==> src/hdl/cttq_pkg.sv <==
`timescale 1ns / 1ps
// ----------------------------------------------------------------------------
// Connection timeout timer queue package
// Shared command and result codes, field widths and the cell write bundle.
// ----------------------------------------------------------------------------
package cttq_pkg;

  localparam int CMD_W  = 2;
  localparam int SLOT_W = 6;
  localparam int TMO_W  = 24;
  localparam int TIME_W = 48;
  localparam int KIND_W = 2;
  localparam int LEFT_W = 25;
  localparam int MAX_OUT = 64;
  localparam int NUM_W  = 7;

  localparam logic [CMD_W-1:0] CMD_ADD    = 2'd0;
  localparam logic [CMD_W-1:0] CMD_DELETE = 2'd1;
  localparam logic [CMD_W-1:0] CMD_EXPIRE = 2'd2;
  localparam logic [CMD_W-1:0] CMD_QUERY  = 2'd3;

  localparam logic [KIND_W-1:0] KIND_EXPIRED = 2'd0;
  localparam logic [KIND_W-1:0] KIND_NONE    = 2'd1;
  localparam logic [KIND_W-1:0] KIND_NEXT    = 2'd2;

  localparam logic [TMO_W-1:0] MAX_LEFT = '1;

  typedef struct packed {
    logic              en;
    logic              arm;
    logic [TIME_W-1:0] deadline;
  } cell_wr_t;

endpackage

==> src/hdl/cttq_cell.sv <==
`timescale 1ns / 1ps
// ----------------------------------------------------------------------------
// Timer cell
// Holds one slot's deadline and armed bit and passes on the earliest timer
// seen so far along the chain, one cell per cycle.
// ----------------------------------------------------------------------------
module cttq_cell #(
  parameter int IW  = 6,
  parameter int IDX = 0
) (
  input  logic                        clk,
  input  logic                        rst,
  input  cttq_pkg::cell_wr_t          wr,
  input  logic                        in_valid,
  input  logic [cttq_pkg::TIME_W-1:0] in_deadline,
  input  logic [IW-1:0]               in_idx,
  output logic                        out_valid,
  output logic [cttq_pkg::TIME_W-1:0] out_deadline,
  output logic [IW-1:0]               out_idx
);

  logic                        armed;
  logic [cttq_pkg::TIME_W-1:0] deadline;
  logic                        take_own;

  assign take_own = armed && (!in_valid || (deadline < in_deadline));

  always_ff @(posedge clk) begin
    if (rst) begin
      armed     <= 1'b0;
      out_valid <= 1'b0;
    end else begin
      if (wr.en) begin
        armed <= wr.arm;
      end
      out_valid <= in_valid || armed;
    end
    if (wr.en && wr.arm) begin
      deadline <= wr.deadline;
    end
    if (take_own) begin
      out_deadline <= deadline;
      out_idx      <= IW'(IDX);
    end else begin
      out_deadline <= in_deadline;
      out_idx      <= in_idx;
    end
  end

endmodule

==> config.mk <==
export PLATFORM = sky130hd
export DESIGN_NAME = cttq_cell
export DESIGN_NICKNAME = d
export VERILOG_FILES = /design/src/hdl/cttq_pkg.sv /design/src/hdl/cttq_cell.sv
export SDC_FILE = /design/constraint.sdc
export NUM_CORES = 1
export LEC_CHECK = 0
export ABC_AREA = 1
export BUFFER_PORTS_ARGS = -buffer_cell sky130_fd_sc_hd__clkbuf_2
export CORE_MARGIN = 3
export CORE_UTILIZATION = 35
export CTS_CLUSTER_SIZE = 30
export DETAILED_ROUTE_END_ITERATION = 6
export GPL_TIMING_DRIVEN = 1
export PLACE_DENSITY_LB_ADDON = 0.15
export SYNTH_ARGS = -nofsm -noshare
export SYNTH_HDL_FRONTEND = slang
export SYNTH_SLANG_ARGS = --single-unit
==> constraint.sdc <==
create_clock -name clk -period 1.9 [get_ports clk]
set_input_delay 0 -clock clk [delete_from_list [all_inputs] [get_ports clk]]
set_output_delay 0 -clock clk [all_outputs]
set_load 0.02 [all_outputs]
# Word-level counts from Yosys, hierarchy flattened
# Cells that the tools add are included.
# Widths: inputs -> output; s select.
# totals
mem_count,0
in_bits,107
out_inout_bits,55
regBits,104
elab_cells,12
ramBits,0
rom_bits,0
latch_bits,0
# classes
mux,1
n_addsub,0
reduce_logical,5
mul,0
div_mod_pow,0
bitwise,0
shifts,0
n_eq_ne,0
n_lt_le_gt_ge,1
# op_table
operator,count
$lt 48x48->1,1
$mux 48,1
$logic_and 1x1->1,2
$logic_or 1x1->1,2
$logic_not 1->1,1

# Depth between registers and ports, before layout
# logic_depth
depth_word,4
mapped_depth,18
mapped_depth_nobuf,16

# Least setup slack after synthesis
# OpenSTA, ideal clock, no wires.
# synth_path
path_type,reg2reg
start,register deadline[35] in the netlist's numbering
end,register out_deadline[27] in the netlist's numbering
period_less_slack_ns,1.918
path_slack_ns,-0.018
arrival_ns,1.805
setup_ns,0.113
path_stages_with_launch,17
path_buffers,2
path_cell_list,edfxtp_1 > ha_1 > nand2_1 > nor2_1 > and2_1 > nand2_1 > inv_1 > nand2_1 > nand2_1 > nor2_1 > nand2_2 > nand2_4 > nand2_2 > buf_6 > buf_6 > nand2_1 > nand2_1
# synth_between
elab_chain_cells,4
# synth_lines
item,line,source
from (decl),cttq_cell.sv:23,logic [cttq_pkg::TIME_W-1:0] deadline;
from (signal assigned),cttq_cell.sv:39,deadline <= wr.deadline;
$lt 48x48->1,cttq_cell.sv:26,assign take_own = armed && (!in_valid || (deadline < in_deadline));
$logic_or 1x1->1,cttq_cell.sv:26,
$logic_and 1x1->1,cttq_cell.sv:26,
$mux 48,cttq_cell.sv:41,if (take_own) begin
to (signal assigned),cttq_cell.sv:42,out_deadline <= deadline;
to (signal assigned),cttq_cell.sv:45,out_deadline <= in_deadline;
to (decl),cttq_cell.sv:18,"output logic [cttq_pkg::TIME_W-1:0] out_deadline,"
# Every way passes these cells.
# A chain may end at the register's enable or synchronous reset.

# Worst setup path in the final report
# layout_path
start,register deadline[39] in the netlist's numbering
end,register out_deadline[19] in the netlist's numbering
# Same word-level chain as after synthesis.

==> impl_results.md <==
* Status: finished, violations left
* Violated checks: setup timing
* Number of synthesized flops with an enable pin at 48
* Worst-path maximum fanout at 12
* Flip-flop and latch area at between 2000 and 3000 um^2
* First DRT Iteration DRCs at 172
* Wirelength, routed at between 10 and 15 mm
* Worst Hold End: out_idx[3]
* Synthesized area at between 4000 and 5000 um^2
* Final hold slack at between 0.07 and 0.08 ns
* FILL cells at roughly 1200
* Slowest CP cell: edfxtp_1
* Max VDD drop at between 0.3 and 0.4 mV
* Post-route DRC at 0
* Cells after Synth at around 500
* Register bit total from synthesis at 104
* Clock Latency Late Sink at roughly 0.35 ns
* Setup ws final at -0.133 ns
* Post-Syn Nets at 642
* Worst EP required at 2.14 ns
* CTS root buf: clkbuf_16
* F_max at around 500 MHz
* Via/cell ratio at between 4 and 5
* Worst path cell trace: ha_4, nand2_1, nor2_1, and2_4, nand2_2, nor2_1, nand2_1, nand2_1, nor2_2, nand2_2, nand2_4, buf_4, nand3_1, nand2_1
* Antenna Nets Post-Route at 0
* Final setup viols at 53
* Starting Density at 36.2%
* Critical path class: flip-flop to flip-flop
* Input/output buffers at between 150 and 200
* Worst Path Arrival at around 2.3 ns
* Max clock buf depth at 2
* H-tree depth at 3
* Most frequent cells after synthesis: 148 x nand2_1, 64 x inv_1, 56 x dfxtp_1
* Vias in the first global route at between 4000 and 5000
* Die width at approximately 120 um
* Crit start category: flip-flop
* Area of the multi-input gates at approximately 1900 um^2
* Crit path max-delay family: simple AND/OR/NAND/NOR gates
* Critical Path End Type: flip-flop
* Die area at 14600 um^2
* Total CTS buffers at 9
* Vias at around 4300
* Adder-cell share of the synthesized area at around an eighth
* Gpl congestion at between 0.7 and 0.8
* Drt first pass iters at 4
* CTS tree: yes
* Reg2Reg Depth at 14
* Pleak at between 0.003 and 0.004 uW
* CP bufs+invs at 1
* Final-report hold violation count at 0
* Chip Height at between 100 and 150 um
* Post-synthesis async set-or-reset flop share at 0%
* Cell repeated most along the worst path: nand2_1
* Count leader, synth: nand2_1
* Max-Cap Viols at 0
* Biggest area consumer among synthesized cells: edfxtp_1
* Post-synth top area share at 31.3%
* Final Max Slew Viols at 0
* Global route overflow at 0
* Antenna cells at 0
* Synth area leaders: edfxtp_1 31%, dfxtp_1 24%, ha_1 13%
* Crit-path max cell delay at around 0.43 ns
* Slew @ Worst Pin at 0.283 ns
* Library cells used by synthesis at 21
* Post-synthesis mux area share at 0%
* Area grow syn2layout at 58.3%
* Tmin final at just over 2 ns
* Synth warnings at 0
* Period utilization at 107%
* Synth Flop Type: dfxtp_1
* Worst-path clk slew at 0.07 ns
* RR Endpoint: out_deadline[19]
* I/O pins at 162
* Placeable Area at between 10000 and 15000 um^2
* Hold Path Class: primary input to flip-flop
* HPWL Detailed at 8.43 mm
* Largest family of logic cells by synthesized area: simple AND/OR/NAND/NOR gates
* Rel. slew slack at between 80% and 90%
* Reg-to-Reg Start: deadline[39]
* Seq/Total Area, Yosys at 55.7%
* R2R Setup Slk at -0.13 ns
* Simple-Gate Fraction of Synth Area at around a fifth
* Initial antenna violation count at 0
* Total Power at between 5000 and 6000 uW
* Sink Count at roughly 100
* Gr usage total at 17.9%
* PwrDens at between 700 and 800 nW/um^2
* Synth Area per Inst at around 9.4 um^2
* Global-route wire length before repair at 20.3 mm
* # rows at slightly above 40
* Hold_sp: in_valid
* Fin nets at slightly above 900
* Drt wl/cell at 13.1 um
* RSZ-0062 raised after global routing: yes
* Hold path depth at 3
* Clock Skews at ~0.0050 ns
* Largest net degree at the start of global routing at a little under 50
* Synth Area in Compound Gates at 4.19%
* Layout cell share with drive strength beyond 1 at about 30%
* XOR/XNOR Fraction of Synth Area at 0%
-- layer usage --
layer | part of all wire (%) | global-route usage, % | up-vias
met1 | 40 | 19.9 | 1942
met2 | 51 | 32.2 | 131
met3 | 5.1 | 3.60 | 28
met4 | 3.0 | 9.35 | 0
met5 | 0 | 0 | -
li1 | - | - | 2173
-- what timing repair did --
| item | 4_1_cts | 5_1_grt |
|---|---|---|
| hold buffers | 107 | 0 |
| endpoints found under the hold margin | 104 | 0 |
| gates resized for setup | 22 | 24 |
| setup endpoints to repair | 53 | 54 |
| pin swaps | 1 | 4 |
| setup buffers | 3 | 3 |
-- registers in the layout, indices dropped and copies added (netlist names) --
signal	flops
deadline	48
out_idx	6
out_deadline	48
armed	1
out_valid	1
-- how the worst max path moves through the flow --
stage | slack [ns] | cells past startpoint | startpoint | to
finish | -0.13 | 14 | deadline[39] | out_deadline[19]
global route | -0.30 | 13 | deadline[15] | out_deadline[17]
CTS | -0.12 | 12 | deadline[31] | out_deadline[19]
detailed placement | -0.20 | 10 | deadline[31] | out_idx[1]
global placement | -0.18 | 12 | deadline[31] | out_idx[1]
floorplan | -0.01 | 16 | deadline[35] | out_deadline[27]
-- cell type report --
cell class,instances,area share (%)
tap,172,2.95
sequential,104,35.2
clock inverter,6,0.361
timing repair buffer,296,29.5
inverter,64,3.30
multi-input combinational,304,25.6
clock buffer,10,3.14
-- cells by family after synthesis --
logic type / Yosys count
buffers and inverters: 80
AO/OA/AOI/OAI: 34
adder cells (fa/ha/maj): 47
AND/OR/NAND/NOR: 223
flip-flops: 104
-- report_power, final --
| group | internal, uW | switching (uW) | leakage, uW |
|---|---|---|---|
| logic | 532 | 584 | 0.00265 |
| clock network | 869 | 787 | 0.000129 |
| registers | 2530 | 72.1 | 0.000923 |
-- worst min-delay path, stage by stage --
cell and delay, ns:
clkbuf_2 0.13, nand2_4 0.14, a21boi_0 0.10
-- cell usage in the layout (no fill, tap or decap), drive strengths merged --
cell type	count
nor2	14
nor3	3
nand4	4
dfxtp	56
inv	64
o21ai	5
a21boi	6
nand2	151
ha	47
edfxtp	48
a21oi	20
and2	1
a21o	1
dlygate4sd3	107
buf	28
nand3	50
clkbuf	171
o21a	2
clkinv	6
-- through the flow --
step | util, % | TNS, ns | setup WS (ns) | instance area, um^2 | cells
3_3_place_gp | 45.0 | -6.85 | -0.176 | 5720 | 827
6_report | 57.3 | -5.64 | -0.133 | 7290 | 956
4_1_cts | 56.4 | -5.15 | -0.124 | 7170 | 953
2_1_floorplan | - | -0.267 | -0.0134 | 4600 | 488
5_1_grt | 57.3 | -14.11 | -0.297 | 7290 | 956
3_5_place_dp | 45.0 | -8.65 | -0.197 | 5720 | 827
(Power assumes the default switching activity.)
